### config.mk
export PLATFORM = sky130hd
export DESIGN_NAME = tcce_ctrl
export DESIGN_NICKNAME = d
export VERILOG_FILES = /design/src/hdl/text_console_cursor_engine_top_defines.svh /design/src/hdl/tcce_pkg.sv /design/src/hdl/tcce_ctrl.sv
export SDC_FILE = /design/constraint.sdc
export NUM_CORES = 1
export LEC_CHECK = 0
export BUFFER_PORTS_ARGS = -buffer_cell sky130_fd_sc_hd__buf_2
export CAP_MARGIN = 40
export CORE_AREA = 2 2 39 41
export DETAILED_ROUTE_END_ITERATION = 16
export DIE_AREA = 0 0 41 43
export PLACE_DENSITY_LB_ADDON = 0.2
export SYNTH_ARGS = -nofsm -noshare
export SYNTH_HDL_FRONTEND = slang
export SYNTH_SLANG_ARGS = --single-unit
### constraint.sdc
create_clock -name clk -period 1.5 [get_ports clk]
set_clock_uncertainty 0.2 [all_clocks]
set_input_delay 0.15 -clock clk [delete_from_list [all_inputs] [get_ports clk]]
set_output_delay 0.15 -clock clk [all_outputs]
set_load 0.01 [all_outputs]
### src/hdl/text_console_cursor_engine_top_defines.svh
// Assertion macros for the text console cursor engine.
`ifndef TEXT_CONSOLE_CURSOR_ENGINE_TOP_DEFINES_SVH
`define TEXT_CONSOLE_CURSOR_ENGINE_TOP_DEFINES_SVH

// Checks that the consequent holds in the same cycle as the antecedent.
`define TCCE_ASSERT_NOW(label, ante, cons, msg) \
  label: assert property (@(posedge clk) disable iff (rst) (ante) |-> (cons)) else $error(msg);

// Checks that the consequent holds in the cycle after the antecedent.
`define TCCE_ASSERT_NEXT(label, ante, cons, msg) \
  label: assert property (@(posedge clk) disable iff (rst) (ante) |=> (cons)) else $error(msg);

`endif

### src/hdl/tcce_pkg.sv
// Shared types and constants of the text console cursor engine.
`timescale 1ns / 1ps
`default_nettype none
package tcce_pkg;

  localparam int COLUMNS_DEFAULT = 80;
  localparam int ROWS_DEFAULT    = 25;
  localparam int CURSOR_POS_W    = 11;
  localparam int TAB_STEP        = 8;

  localparam logic [1:0] KIND_PRINT = 2'd0;
  localparam logic [1:0] KIND_WRITE = 2'd1;
  localparam logic [1:0] KIND_READ  = 2'd2;

  localparam logic [7:0] CH_BS    = 8'h08;
  localparam logic [7:0] CH_TAB   = 8'h09;
  localparam logic [7:0] CH_LF    = 8'h0A;
  localparam logic [7:0] CH_CR    = 8'h0D;
  localparam logic [7:0] CH_SPACE = 8'h20;

  localparam logic [15:0] BLANK_CELL  = 16'h0720;
  localparam logic [7:0]  COLOR_RESET = 8'h07;

  typedef struct packed {
    logic [1:0] kind;
    logic [7:0] char_code;
    logic [7:0] cell_color;
    logic [6:0] cell_x;
    logic [4:0] cell_y;
  } tcce_item_t;

  typedef struct packed {
    logic [CURSOR_POS_W-1:0] cursor_pos;
    logic [15:0]             cell_entry;
    logic                    scrolled;
  } tcce_result_t;

  typedef struct packed {
    logic load_item;
    logic exec;
    logic clear_step;
    logic copy_step;
    logic blank_step;
    logic cnt_clear;
    logic load_result;
  } tcce_cmd_t;

  typedef struct packed {
    logic clear_done;
    logic scroll_needed;
    logic copy_done;
    logic blank_done;
  } tcce_stat_t;

endpackage
`default_nettype wire

### src/hdl/tcce_ctrl.sv
// Controller state machine of the text console cursor engine.
`timescale 1ns / 1ps
`default_nettype none
module tcce_ctrl import tcce_pkg::*; (
  input  wire logic       clk,
  input  wire logic       rst,
  input  wire logic       item_valid,
  output logic            item_ready,
  output logic            result_valid,
  input  wire logic       result_ready,
  input  wire tcce_stat_t stat,
  output tcce_cmd_t       cmd
);

  typedef enum logic [2:0] {
    S_CLEAR,
    S_IDLE,
    S_EXEC,
    S_COPY,
    S_BLANK,
    S_RESP
  } state_t;

  state_t state, state_next;
  logic   out_free;
  logic   result_valid_next;

  assign out_free = !result_valid || result_ready;

  always_comb begin
    cmd        = '0;
    state_next = state;
    item_ready = 1'b0;
    case (state)
      S_CLEAR: begin
        cmd.clear_step = 1'b1;
        if (stat.clear_done) begin
          state_next = S_IDLE;
        end
      end
      S_IDLE: begin
        item_ready = 1'b1;
        if (item_valid) begin
          cmd.load_item = 1'b1;
          state_next    = S_EXEC;
        end
      end
      S_EXEC: begin
        cmd.exec      = 1'b1;
        cmd.cnt_clear = 1'b1;
        state_next    = stat.scroll_needed ? S_COPY : S_RESP;
      end
      S_COPY: begin
        cmd.copy_step = 1'b1;
        if (stat.copy_done) begin
          cmd.cnt_clear = 1'b1;
          state_next    = S_BLANK;
        end
      end
      S_BLANK: begin
        cmd.blank_step = 1'b1;
        if (stat.blank_done) begin
          state_next = S_RESP;
        end
      end
      S_RESP: begin
        if (out_free) begin
          cmd.load_result = 1'b1;
          item_ready      = 1'b1;
          if (item_valid) begin
            cmd.load_item = 1'b1;
            state_next    = S_EXEC;
          end else begin
            state_next = S_IDLE;
          end
        end
      end
      default: begin
        state_next = S_IDLE;
      end
    endcase
  end

  always_comb begin
    if (cmd.load_result) begin
      result_valid_next = 1'b1;
    end else if (result_ready) begin
      result_valid_next = 1'b0;
    end else begin
      result_valid_next = result_valid;
    end
  end

  always_ff @(posedge clk) begin
    if (rst) begin
      state        <= S_CLEAR;
      result_valid <= 1'b0;
    end else begin
      state        <= state_next;
      result_valid <= result_valid_next;
    end
  end

endmodule
`default_nettype wire

* Word level (Yosys, flattened, before mapping)
Cells that the tools add are included. W data, S select, Z words.
Word-level totals: register bits 4, logic and storage cells 39, output and inout port bits 9
Operators by class: mux-type cells 22, equality and inequality tests 10, reduce and logical (&&, ||, !) cells 5
Operators by type and width (count):
- $mux W3 | 6
- $pmux W3 S6 | 1
- $mux W1 | 11
- $ne A2 B2 Y1 const B | 5
- $eq A3 B2 Y1 const B | 2
- $eq A3 B3 Y1 const B | 2
- $pmux W1 S2 | 3
- $reduce_and A5 Y1 | 1
- $eq A3 B1 Y1 const B | 1
- $logic_not A3 Y1 | 1
- $mux W2 | 1
- $reduce_bool A2 Y1 | 1
- $logic_not A1 Y1 | 1
- $logic_or A1 B1 Y1 | 1

* Logic depth before layout (Yosys ltp)
depth after elaboration 5, depth in mapped cells 5

* Least setup slack after synthesis
Ideal clock, no wire load.
path type register -> output, start reg state[1], end out cmd[6] in the netlist's numbering, path buffers 1, path slack 0.137 ns, cell stages (with the launch flop) 5, arrival 1.013 ns, path through dfxtp_1 buf_6 nand2b_1 a21oi_1 and2_1
RTL lines:
- start: declaration | line tcce_ctrl.sv:24 | state_t state, state_next;
- start signal: assignment | line tcce_ctrl.sv:99 | state <= state_next;
- end: declaration | line tcce_ctrl.sv:12 | output tcce_cmd_t cmd

==> metrics.yaml <==
pwr:
  power.leakage_nw: 0.249
  power_density_nw_per_um2: 1240
  irDropWorstVdd_v: 0.000412
cells_and_area:
  most-common-layout-cells: "16 x buf_2, 8 x nor2_1, 7 x buf_4, 4 x inv_1, 4 x a21oi_1"
  antenna_cells: 0
  area_growth_pct: 65.3
  final_layout_size_suffix_gt1_share_pct: 55.1
  final_util_pct: 38.7
  nets: 79
  layout_commonest_cell: "buf_2"
sta:
  final_hold_viol_count: 0
  relSlewSlack_pct: 82.1
  hold_slack_ns: 0.0743
  fmax_mhz: 691
  worstMarginPinSlew_ns: 0.267
  fin_ws_ns: 0.0530
  fin_crit_sh_pct: 96.5
  setup_viol: 0
  slew_violations: 0
  fin_crit_ns: 1.45
synth:
  synth_cell_type_count: 22
  synthesis.instances: 45
  netlist_area_um2: 324
  synth.ff_latch_count: 4
  ys_warn_count: 0
  syn_avg_cell_area_um2: 7.20
  yosysSeqAreaShare_pct: 24.7
  syn-num-nets: 53
floorplanning:
  fp.coreArea_um2: 1380
  ioPinCount: 17
  dieArea_um2: 1760
  die_h_um: 43
  dieWidth_um: 41
  num_rows: 14
  initial_core_util_pct: 23.4
cts:
  cts_tree: "done"
  cts.sink_count: 4
  cts_buffers: 3
  clock_latency_ns: 0.23
  clkSlewWorstSetupHoldPaths_ns: 0.04
  h-tree-depth: 1
  cts_root_buf: "clkbuf_4"
  cts_max_path_buffers: 2
drt:
  drt_iter0_markers: 10
  via_count: 407
  avgViaCountPerCell: 4.79
  firstDrtPassIters: 4
  drcViolationCount: 0
  antenna_left: 0
  routed_wl_um: 925
  wire_per_inst_um: 10.9
job:
  drv_cap: 0
worst_hold_path:
  min_to: "result_valid"
  worstHoldPathCells: 4
  min_from: "result_ready"
  holdCritPathClass: "in2reg"
placement:
  dp_hpwl_um: 682
  pre_cts_ws_ns: 0.0390
  place_congestion: 0.781
  port-buffer-count: 16
setup_path:
  reg2reg_to: "state[1]"
  cp-start-kind: "register"
  worstSetupPathType: "reg2out"
  rr_worst_depth: 5
  worstPathRequired_ns: 1.15
  regToRegStartpoint: "state[1]"
  crit_path_end_kind: "output port"
  path_max_fanout: 7
  crit_arrival_ns: 1.10
  r2r_setup_slack_ns: 0.15
global_routing:
  antenna_found_initial: 0
  grt_util_all_layers_pct: 11.9
  grt_remaining_overflow: 0
  grt_first_pass_wirelength_um: 1480
  grt_pass1_vias: 367
  grt_max_degree: 10
run_status:
  status: "complete, no violations"
## cells by family (layout without fill, tap and decap cells)
family	Yosys count	in the layout	synth area share [%]
muxes	2	2	6.18
DFF	4	4	24.7
AOI/OAI and AO/OA	13	13	27.0
buffers and inverters	8	32	13.5
and+or+nand+nor	18	18	28.6
## report_power, final
group          leakage (nW)  switching [W]  internal, W  total [W]
logic                 0.200       0.000166     0.000193   0.000360
registers            0.0353      0.0000378     0.000135   0.000173
clock network        0.0138      0.0000421    0.0000894   0.000132
total                 0.249       0.000246     0.000418   0.000664
## layout make-up
class,instances,area (µm²)
Timing Repair Buffer,25,154
Sequential cell,4,92.6
Fill cell,150,848
Multi-Input combinational cell,33,231
Tap cell,16,20.0
Inverter,4,15.0
Clock buffer,3,22.5
## critical path, stage by stage, from the launching register on
cell and delay (ns):
dfxtp_4 0.37, buf_6 0.13, buf_4 0.14, a21oi_2 0.10, buf_2 0.13
## timing repair
action | in CTS | in global routing
buffers inserted | 0 | 2
hold buffers | 1 | 0
setup endpoints to repair | 6 | 6
endpoints found under the hold margin | 4 | 0
resized for setup | 6 | 11
pin swaps | 0 | 3
## worst max path at each step
stage	from	endpoint	slack, ns	depth (start not counted)
after CTS	state[1]	cmd[1]	0.005	4
after floorplan	state[1]	cmd[6]	0.14	4
after global routing	state[1]	state[1]	-0.006	5
final	state[0]	cmd[1]	0.05	4
after detailed placement	state[1]	state[0]	0.04	3
after global placement	state[0]	state[1]	0.1	4
## cell usage after synthesis
cell | n | area share [%]
a41oi_1 | 1 | 2.7
a31oi_1 | 1 | 1.9
o32ai_1 | 1 | 2.7
a2bb2oi_1 | 1 | 2.7
a21oi_1 | 6 | 9.3
dfxtp_1 | 4 | 25
nor3_1 | 1 | 1.5
o211ai_1 | 1 | 2.3
mux2i_1 | 2 | 6.2
nor2b_1 | 1 | 1.9
nand2_1 | 1 | 1.2
inv_1 | 4 | 4.6
buf_2 | 2 | 3.1
nand2b_1 | 4 | 7.7
a221oi_1 | 1 | 2.7
nor4_1 | 1 | 1.9
buf_4 | 1 | 2.3
nor2_1 | 8 | 9.3
and2b_4 | 1 | 3.1
and2_1 | 1 | 1.9
a311oi_1 | 1 | 2.7
buf_6 | 1 | 3.5
## per-layer routing
| layer | global-route usage (%) | vias up | part of all wire [%] |
|---|---|---|---|
| li1 | - | 206 | - |
| met5 | 0 | - | 0 |
| met3 | 1.57 | 0 | 4.4 |
| met4 | 7.33 | 0 | 0 |
| met1 | 15.7 | 190 | 46 |
| met2 | 17.5 | 11 | 49 |
## flip-flops by register name (all words and copies together), names as in the netlist
register,cells
state,3
result_valid,1
## through the flow
step / cells / area [µm²] / TNS [ns] / power (W)
after floorplan: 45 / 324 / 0 / 0.000357
after global placement: 79 / 440 / 0 / 0.000461
after detailed placement: 79 / 440 / 0 / 0.000462
after CTS: 83 / 488 / 0 / 0.000608
after global routing: 85 / 536 / -0.00583 / 0.000717
final: 85 / 536 / 0 / 0.000664
(Power assumes the default switching activity.)
